**src/rtl/core/swrc_pkg.sv**
```systemverilog
// ----------------------------------------------------------------------------
// Stack with radix conversion: shared package
// Depth, field widths, action and status codes, and the beat types of the
// request and response channels.
// ----------------------------------------------------------------------------
`default_nettype none

package swrc_pkg;

   // Stack depth and the widths that follow from it.
   localparam int DEPTH  = 64;
   localparam int ADDR_W = $clog2(DEPTH);
   localparam int CNT_W  = $clog2(DEPTH + 1);

   // Field widths.
   localparam int DATA_W   = 32;
   localparam int NUM_W    = 31;
   localparam int BASE_W   = 4;
   localparam int ACTION_W = 2;
   localparam int STATUS_W = 2;

   // Accepted radix range.
   localparam logic [BASE_W-1:0] BASE_MIN = BASE_W'(2);
   localparam logic [BASE_W-1:0] BASE_MAX = BASE_W'(10);

   // Action codes.
   localparam logic [ACTION_W-1:0] ACT_PUSH    = 2'd0;
   localparam logic [ACTION_W-1:0] ACT_POP     = 2'd1;
   localparam logic [ACTION_W-1:0] ACT_CONVERT = 2'd2;

   // Status codes.
   localparam logic [STATUS_W-1:0] STATUS_OK        = 2'd0;
   localparam logic [STATUS_W-1:0] STATUS_POP_EMPTY = 2'd1;
   localparam logic [STATUS_W-1:0] STATUS_FULL      = 2'd2;
   localparam logic [STATUS_W-1:0] STATUS_BAD_BASE  = 2'd3;

   typedef struct packed {
      logic [ACTION_W-1:0]      action;
      logic signed [DATA_W-1:0] value;
      logic [NUM_W-1:0]         number;
      logic [BASE_W-1:0]        base;
   } req_type;

   typedef struct packed {
      logic signed [DATA_W-1:0] element;
      logic                     is_empty;
      logic [STATUS_W-1:0]      status;
      logic                     last;
   } rsp_type;

   // Divider status seen by the sequencer.
   typedef struct packed {
      logic              done;
      logic [NUM_W-1:0]  quotient;
      logic [BASE_W-1:0] remainder;
   } div_result_type;

endpackage

`default_nettype wire

```
**src/rtl/core/swrc_ram.sv**
```systemverilog
// ----------------------------------------------------------------------------
// Generic single-port-write, single-port-read RAM
// One write and one registered read per cycle.
// ----------------------------------------------------------------------------
`default_nettype none

module swrc_ram #(
   parameter int WIDTH = 32,
   parameter int DEPTH = 64
) (
   input  wire logic                     clock,
   input  wire logic                     wr_en,
   input  wire logic [$clog2(DEPTH)-1:0] wr_addr,
   input  wire logic [WIDTH-1:0]         wr_data,
   input  wire logic [$clog2(DEPTH)-1:0] rd_addr,
   output      logic [WIDTH-1:0]         rd_data
);

   logic [WIDTH-1:0] mem_ff [DEPTH];
   logic [WIDTH-1:0] rd_data_ff;

   always_ff @(posedge clock) begin
      if (wr_en) begin
         mem_ff[wr_addr] <= wr_data;
      end
      rd_data_ff <= mem_ff[rd_addr];
   end

   assign rd_data = rd_data_ff;

endmodule

`default_nettype wire

```
**src/rtl/core/swrc_div.sv**
```systemverilog
// ----------------------------------------------------------------------------
// Bit-serial radix divider
// Restoring division of the number by the base, one quotient bit per cycle.
// ----------------------------------------------------------------------------
`default_nettype none

module swrc_div
   import swrc_pkg::*;
(
   input  wire logic              clock,
   input  wire logic              reset,
   input  wire logic              start,
   input  wire logic [NUM_W-1:0]  dividend,
   input  wire logic [BASE_W-1:0] divisor,
   output      div_result_type    result
);

   localparam int STEP_W = $clog2(NUM_W);

   logic [NUM_W-1:0]  quo_ff, quo_in;
   logic [BASE_W-1:0] rem_ff, rem_in;
   logic [BASE_W-1:0] base_ff, base_in;
   logic [STEP_W-1:0] step_ff, step_in;
   logic              busy_ff, busy_in;
   logic              done_ff, done_in;
   logic [BASE_W:0]   trial;
   logic [BASE_W:0]   diff;
   logic              fits;

   always_comb begin
      // The dividend shifts out at the top while quotient bits shift in below.
      trial   = {rem_ff, quo_ff[NUM_W-1]};
      diff    = trial - {1'b0, base_ff};
      fits    = trial >= {1'b0, base_ff};
      quo_in  = quo_ff;
      rem_in  = rem_ff;
      base_in = base_ff;
      step_in = step_ff;
      busy_in = busy_ff;
      done_in = 1'b0;
      if (start) begin
         quo_in  = dividend;
         rem_in  = '0;
         base_in = divisor;
         step_in = STEP_W'(NUM_W - 1);
         busy_in = 1'b1;
      end else if (busy_ff) begin
         quo_in = {quo_ff[NUM_W-2:0], fits};
         rem_in = fits ? diff[BASE_W-1:0] : trial[BASE_W-1:0];
         if (step_ff == '0) begin
            busy_in = 1'b0;
            done_in = 1'b1;
         end else begin
            step_in = step_ff - STEP_W'(1);
         end
      end
   end

   always_ff @(posedge clock) begin
      quo_ff  <= quo_in;
      rem_ff  <= rem_in;
      base_ff <= base_in;
      step_ff <= step_in;
      if (reset) begin
         busy_ff <= 1'b0;
         done_ff <= 1'b0;
      end else begin
         busy_ff <= busy_in;
         done_ff <= done_in;
      end
   end

   assign result.done      = done_ff;
   assign result.quotient  = quo_ff;
   assign result.remainder = rem_ff;

`ifndef SYNTHESIS
   a_done_not_busy: assert property (@(posedge clock) disable iff (reset)
      done_ff |-> !busy_ff)
      else $error("divider reports done while still busy");
   a_no_restart: assert property (@(posedge clock) disable iff (reset)
      start |-> !busy_ff)
      else $error("divider restarted in the middle of a digit");
`endif

endmodule

`default_nettype wire

```
**src/rtl/core/stack_with_radix_conversion_top.sv**
```systemverilog
// Push, pop of an empty or one-entry stack and a rejected base load the result
// beat on acceptance; the result beat is valid the cycle after the request.
// Action 3 is taken and gives no beat. A pop that leaves entries needs a stack
// read and passes through S_POP_RD and S_POP_OUT before its beat. A convert runs
// each digit through the bit-serial divider and pushes it, then drains every entry.
// Reset clears control state and the entry count; stack memory is not cleared.
// ----------------------------------------------------------------------------
// Stack with radix conversion, top level
// Bounded LIFO stack of signed words with a convert action that splits a
// number into base 2..10 digits, pushes them and drains the whole stack.
// ----------------------------------------------------------------------------
`default_nettype none

module stack_with_radix_conversion_top
   import swrc_pkg::*;
(
   input  wire logic    clock,
   input  wire logic    reset,
   input  wire logic    req_valid,
   output      logic    req_ready,
   input  wire req_type req_data,
   output      logic    rsp_valid,
   input  wire logic    rsp_ready,
   output      rsp_type rsp_data
);

   // The sequencer walks one request at a time. Pops that leave entries and
   // the drain of a convert read the stack memory, whose read is registered,
   // so each such beat passes through a read state and an output state.
   typedef enum logic [2:0] {
      S_IDLE,
      S_POP_RD,
      S_POP_OUT,
      S_CONV_DIV,
      S_DRAIN_RD,
      S_DRAIN_OUT
   } state_type;

   state_type                state_ff, state_in;
   logic [CNT_W-1:0]         count_ff, count_in;
   logic signed [DATA_W-1:0] top_ff, top_in;
   logic [STATUS_W-1:0]      st_ff, st_in;
   logic [BASE_W-1:0]        base_ff, base_in;
   logic                     rsp_valid_ff, rsp_valid_in;
   rsp_type                  rsp_data_ff, rsp_data_in;

   logic                     out_free;
   logic                     accept;
   logic                     rsp_load;
   logic                     full;
   logic                     base_ok;
   logic [CNT_W-1:0]         cnt_dec;
   logic signed [DATA_W-1:0] top_elem;

   logic                     wr_en;
   logic [ADDR_W-1:0]        wr_addr;
   logic [DATA_W-1:0]        wr_data;
   logic [ADDR_W-1:0]        rd_addr;
   logic [DATA_W-1:0]        rd_data;

   logic                     div_start;
   logic [NUM_W-1:0]         div_dividend;
   logic [BASE_W-1:0]        div_divisor;
   div_result_type           div_res;

   swrc_ram #(
      .WIDTH (DATA_W),
      .DEPTH (DEPTH)
   ) u_stack_ram (
      .clock   (clock),
      .wr_en   (wr_en),
      .wr_addr (wr_addr),
      .wr_data (wr_data),
      .rd_addr (rd_addr),
      .rd_data (rd_data)
   );

   swrc_div u_div (
      .clock    (clock),
      .reset    (reset),
      .start    (div_start),
      .dividend (div_dividend),
      .divisor  (div_divisor),
      .result   (div_res)
   );

   // The output register may be reloaded in the same cycle its beat is taken.
   assign out_free  = !rsp_valid_ff || rsp_ready;
   assign req_ready = (state_ff == S_IDLE) && out_free;
   assign accept    = req_valid && req_ready;

   assign full     = count_ff == CNT_W'(DEPTH);
   assign base_ok  = req_data.base inside {[BASE_MIN:BASE_MAX]};
   assign cnt_dec  = count_ff - CNT_W'(1);
   assign top_elem = (count_ff == '0) ? '0 : top_ff;

   // The read address always points at the current top entry. After a pop has
   // lowered the count, that is the new top; during the drain it is the next
   // entry to be sent.
   assign rd_addr = cnt_dec[ADDR_W-1:0];

   always_comb begin
      state_in     = state_ff;
      count_in     = count_ff;
      top_in       = top_ff;
      st_in        = st_ff;
      base_in      = base_ff;
      rsp_load     = 1'b0;
      rsp_data_in  = rsp_data_ff;
      wr_en        = 1'b0;
      wr_addr      = count_ff[ADDR_W-1:0];
      wr_data      = req_data.value;
      div_start    = 1'b0;
      div_dividend = req_data.number;
      div_divisor  = req_data.base;

      case (state_ff)
         S_IDLE: begin
            if (accept) begin
               case (req_data.action)
                  ACT_PUSH: begin
                     rsp_load             = 1'b1;
                     rsp_data_in.is_empty = 1'b0;
                     rsp_data_in.last     = 1'b1;
                     if (full) begin
                        // The word is dropped; the old top stays in view.
                        rsp_data_in.element = top_ff;
                        rsp_data_in.status  = STATUS_FULL;
                     end else begin
                        wr_en               = 1'b1;
                        count_in            = count_ff + CNT_W'(1);
                        top_in              = req_data.value;
                        rsp_data_in.element = req_data.value;
                        rsp_data_in.status  = STATUS_OK;
                     end
                  end
                  ACT_POP: begin
                     if (count_ff == '0) begin
                        rsp_load             = 1'b1;
                        rsp_data_in.element  = '0;
                        rsp_data_in.is_empty = 1'b1;
                        rsp_data_in.status   = STATUS_POP_EMPTY;
                        rsp_data_in.last     = 1'b1;
                     end else if (count_ff == CNT_W'(1)) begin
                        count_in             = '0;
                        rsp_load             = 1'b1;
                        rsp_data_in.element  = '0;
                        rsp_data_in.is_empty = 1'b1;
                        rsp_data_in.status   = STATUS_OK;
                        rsp_data_in.last     = 1'b1;
                     end else begin
                        count_in = cnt_dec;
                        state_in = S_POP_RD;
                     end
                  end
                  ACT_CONVERT: begin
                     if (base_ok) begin
                        // The request bus may move on once the beat is taken,
                        // so the base is kept for the later digits.
                        div_start = 1'b1;
                        base_in   = req_data.base;
                        st_in     = STATUS_OK;
                        state_in  = S_CONV_DIV;
                     end else begin
                        rsp_load             = 1'b1;
                        rsp_data_in.element  = top_elem;
                        rsp_data_in.is_empty = count_ff == '0;
                        rsp_data_in.status   = STATUS_BAD_BASE;
                        rsp_data_in.last     = 1'b1;
                     end
                  end
                  default: begin
                     // Unused action code: taken and ignored.
                  end
               endcase
            end
         end
         S_POP_RD: begin
            state_in = S_POP_OUT;
         end
         S_POP_OUT: begin
            if (out_free) begin
               top_in               = rd_data;
               rsp_load             = 1'b1;
               rsp_data_in.element  = rd_data;
               rsp_data_in.is_empty = 1'b0;
               rsp_data_in.status   = STATUS_OK;
               rsp_data_in.last     = 1'b1;
               state_in             = S_IDLE;
            end
         end
         S_CONV_DIV: begin
            // Each finished division yields one digit, least significant
            // first. A zero number still yields one zero digit.
            div_dividend = div_res.quotient;
            div_divisor  = base_ff;
            wr_data      = DATA_W'(div_res.remainder);
            if (div_res.done) begin
               if (full) begin
                  st_in = STATUS_FULL;
               end else begin
                  wr_en    = 1'b1;
                  count_in = count_ff + CNT_W'(1);
               end
               if (div_res.quotient == '0) begin
                  state_in = S_DRAIN_RD;
               end else begin
                  div_start = 1'b1;
               end
            end
         end
         S_DRAIN_RD: begin
            state_in = S_DRAIN_OUT;
         end
         S_DRAIN_OUT: begin
            if (out_free) begin
               rsp_load             = 1'b1;
               rsp_data_in.element  = rd_data;
               rsp_data_in.is_empty = count_ff == CNT_W'(1);
               rsp_data_in.status   = st_ff;
               rsp_data_in.last     = count_ff == CNT_W'(1);
               count_in             = cnt_dec;
               state_in             = (count_ff == CNT_W'(1)) ? S_IDLE : S_DRAIN_RD;
            end
         end
         default: begin
            state_in = S_IDLE;
         end
      endcase

      if (rsp_load) begin
         rsp_valid_in = 1'b1;
      end else if (rsp_ready) begin
         rsp_valid_in = 1'b0;
      end else begin
         rsp_valid_in = rsp_valid_ff;
      end
   end

   always_ff @(posedge clock) begin
      top_ff      <= top_in;
      st_ff       <= st_in;
      base_ff     <= base_in;
      rsp_data_ff <= rsp_data_in;
      if (reset) begin
         state_ff     <= S_IDLE;
         count_ff     <= '0;
         rsp_valid_ff <= 1'b0;
      end else begin
         state_ff     <= state_in;
         count_ff     <= count_in;
         rsp_valid_ff <= rsp_valid_in;
      end
   end

   assign rsp_valid = rsp_valid_ff;
   assign rsp_data  = rsp_data_ff;

`ifndef SYNTHESIS
   a_count_bound: assert property (@(posedge clock) disable iff (reset)
      count_ff <= CNT_W'(DEPTH))
      else $error("entry count exceeds the stack depth");
   a_div_done_in_conv: assert property (@(posedge clock) disable iff (reset)
      div_res.done |-> state_ff == S_CONV_DIV)
      else $error("divider finished outside a convert");
   a_drain_clears: assert property (@(posedge clock) disable iff (reset)
      (state_ff == S_DRAIN_OUT && rsp_load && count_ff == CNT_W'(1))
      |=> (count_ff == '0 && state_ff == S_IDLE))
      else $error("stack not empty after the final drain beat");
   a_conv_starts: assert property (@(posedge clock) disable iff (reset)
      (accept && req_data.action == ACT_CONVERT && base_ok)
      |=> (state_ff == S_CONV_DIV && !req_ready))
      else $error("convert did not enter the division sequence");
`endif

endmodule

`default_nettype wire
```
**config.mk**
```make
export PLATFORM = sky130hd
export DESIGN_NAME = stack_with_radix_conversion_top
export DESIGN_NICKNAME = d
export VERILOG_FILES = /design/src/rtl/core/swrc_pkg.sv /design/src/rtl/core/swrc_ram.sv /design/src/rtl/core/swrc_div.sv /design/src/rtl/core/stack_with_radix_conversion_top.sv
export SDC_FILE = /design/constraint.sdc
export NUM_CORES = 2
export LEC_CHECK = 0
export BUFFER_PORTS_ARGS = -buffer_cell sky130_fd_sc_hd__buf_2
export CAP_MARGIN = 20
export CORE_UTILIZATION = 50
export CTS_CLUSTER_SIZE = 24
export DETAILED_ROUTE_END_ITERATION = 10
export HOLD_SLACK_MARGIN = 0.06
export PLACE_DENSITY_LB_ADDON = 0.15
export SYNTH_ARGS = -nofsm -noshare
export SYNTH_HDL_FRONTEND = slang
export SYNTH_HIERARCHICAL = 1
export SYNTH_SLANG_ARGS = --single-unit
```
**constraint.sdc**
```tcl
create_clock -name clock -period 12.3 [get_ports clock]
set_input_delay 0.615 -clock clock [delete_from_list [all_inputs] [get_ports clock]]
set_output_delay 0.615 -clock clock [all_outputs]
set_load 0.1 [all_outputs]
```
==> run metrics <==
yosys warns 6; fraction of registers with async set or reset after synthesis 0%; Clock Pin Slew Worst Setup and Hold Paths 0.06 ns; fill count 12,551; largest family of logic cells by synthesized area multiplexers; Starting Density 50.59%; Port Buf Inserts 110; syn avg cell area 20.89 um2; final setup fails 0; synthesized cell area 0.08611 mm2; met2 Use GR 40.89%; # DRC 0; # nets final 4,441; Synth Area in Simple Gates 2.889%; status finished, final reports clean; post-route setup slack 6.597 ns; FF-to-FF path depth 10; Post-Route WL 224,400 um; met3 usage 3.994%; WP data required 13.07 ns; critical path type reg -> reg; cell area after layout 0.09714 mm2; number of synthesized flops with an enable pin 2,156; Place WS 6.853 ns; commonest non-fill, non-tap cell in the layout edfxtp_1; most used cell, CP buf_4; Clock Latency Late Sink 0.84 ns; mean number of vias per cell 6.287; worst-margin pin slew 1.214 ns; crit path max-delay cell type nand2b_1; TritonCTS Buffers 218; gpl congestion 0.8500; Hold Path Cell Cnt 4; DR iter-0 viols 5,386; Ant. Diodes 0; multiplexer share of the synthesized area 16.10%; M1 GR Usage 38.15%; first-pass GRT wire length 318,600 um; Hold WC Path Type in -> reg; core area 0.1702 mm2; Sink Count 2,210; Compound-Gate Fraction of Synth Area 2.849%; Yosys reg bits 2,210; top-level port count 111; wire per inst 32.85 um; Setup TNS Final 0 ns; Synth Instances 4,122; most common flop cell mapped by yosys edfxtp_1; Arr. time, crit path 6.47 ns; GRT Resource Usage Total 26.06%; Die Y 417 um; CTS tree built; Period minus WS final 5.703 ns; H-Tree Depth 4; Synth cell types 72; XOR/XNOR share of the synthesized area 0.09154%; largest net degree at the start of global routing 125; critical-path cell list nor3_1 > xnor2_2 > buf_4 > buf_4 > buf_4 > nand2b_1 > o22ai_1 > nor2_1 > a21oi_1 > nor2_1; die area 0.1739 mm2; vias 42,944; Layout area overhead 12.81%; gr ovfl total 0; Top Usage Layer GRT met2; Fmax 175.3 MHz; Clock Skews 0.02923 ns; Syn Nets 4,210; Placed Area 0.09033 mm2; first-pass detailed-route iteration total 6; Max Root-Sink Buffers 3; max-cap violations 0; register area share after synthesis 76.44%; Post-DP HPWL 129,000 um; layout cells sized above 1 27.20%; Post CTS Setup Buffer Count 0; Synth Area in Adders 0.2267%; normalized max-slew margin 18.51%; dpl cells 6,418; Hold Fails Final Rpt 0; DRT antenna net count 0; chip width 417 um; highest-count cells in the layout ignoring fill and taps edfxtp_1 (2,156), mux4_2 (544), clkbuf_16 (222); CP Max Fanout 41; crit share post-route 46.37%; max-slew violations 0; unrepaired setup endpoints after global routing no; Startpoint Class flop; final std cells w/o fill 6,831; CP Capture Type flop; vias in the first global route 41,931; CP peak stage delay 1.00 ns; Peak supply drop 0.0003706 V; Hold WS 0.1948 ns; pwr dens 258.7 mW/mm2; initial antenna violation count 8; FP Rows 151; Clock Tree Root clkbuf_16; P_leak 31.33 nW
==> routing by layer <==
layer	vias to the layer above	wire length (um)
met2	1882	107900
met4	0	6573
li1	17602	-
met1	23160	92340
met3	300	17540
met5	-	0
==> cell type report <==
class,count,area [um2],area share (%)
clock inverter,104,661.9,0.6814
tap,2295,2872,2.956
sequential,2210,65820,67.76
multi-input combinational,1655,19720,20.30
clock buffer,299,5984,6.161
timing repair buffer,243,1972,2.030
inverter,25,108.9,0.1121
==> worst max-delay path, delay by kind of cell, from the launching register on <==
family / cells / cell delay [ns]
simple gates: 4 / 2.37
flops: 1 / 0.60
xor+xnor: 1 / 0.17
buf+inv: 3 / 1.78
compound gates: 2 / 0.52
==> report_power, final <==
group          total, mW  switching [mW]  internal, mW
registers           8.92           0.276          8.64
logic               9.97            6.33          3.63
clock network       6.25            2.76          3.49
total               25.1            9.37          15.8
==> timing repair <==
item | in CTS | in global routing
hold buffers | 4 | 0
resized for setup | 0 | 0
endpoints found under the hold margin | 4 | 0
==> cells in the mapped netlist, types with 3 or more instances <==
master	number	area [um2]
and2_1	35	219.0
nor2_1	220	825.8
dfxtp_1	54	1081
o22ai_1	86	538.0
o221ai_1	26	227.7
nor2b_1	21	131.4
buf_6	9	101.4
or3_1	5	31.28
o21ai_0	21	105.1
mux4_2	544	12250
xor2_1	7	61.31
a22oi_1	12	90.09
buf_2	63	315.3
o211ai_1	6	45.04
clkbuf_1	114	427.9
nand3b_1	9	67.56
inv_1	24	90.09
nor3_1	21	105.1
edfxtp_1	2156	64740
o32ai_1	4	35.03
nor4_1	9	56.30
a311oi_1	8	70.07
mux2i_1	126	1261
a31oi_1	6	37.54
buf_4	27	202.7
nand2_1	172	645.6
mux2_2	31	349.1
nand2b_1	10	62.56
nand3_1	20	100.1
a21oi_1	137	685.7
a21boi_0	4	30.03
o21a_1	4	30.03
and3_1	5	31.28
ha_1	14	175.2
a2bb2oi_1	31	271.5
or3b_2	3	26.28
a41o_1	5	50.05
buf_1	19	71.32
nand4_1	8	50.05
nor4b_1	3	26.28
==> path summary, 6_finish.rpt <==
path | from | end | slack [ns]
min | req_data[20] | u_div/quo_ff[16]$_DFFE_PP_ | 0.19
max | count_ff[2]$_SDFFE_PP0P_ | u_stack_ram/rd_data[28]$_DFF_P_ | 6.60
max reg2reg | count_ff[2]$_SDFFE_PP0P_ | u_stack_ram/rd_data[28]$_DFF_P_ | 6.60
min reg2reg | count_ff[6]$_SDFFE_PP0P_ | count_ff[6]$_SDFFE_PP0P_ | 0.49
==> sequential cells by signal, indices dropped and copies added (netlist names), 3 cells and up <==
signal	cells
top_ff	32
u_stack_ram/rd_data	32
count_ff	7
u_div/quo_ff	31
u_div/rem_ff	4
u_stack_ram/mem_ff	2048
u_div/base_ff	4
u_div/step_ff	5
rsp_data	36
state_ff	3
base_ff	4
==> through the flow <==
step	power, mW	util, %
after floorplan	15.24	-
after global routing	25.91	57.06
after CTS	25.23	56.99
after global placement	18.98	52.85
final	25.13	57.06
after detailed placement	19.02	53.06
==> cells by family after synthesis <==
kind of cell,count (synthesis)
adders and majority gates,15
DFF,2210
xor gates and xnor gates,9
and+or+nand+nor,555
AOI/OAI and AO/OA,375
buffers and inverters,257
muxes,701
Power figures use the tool's default switching activity.
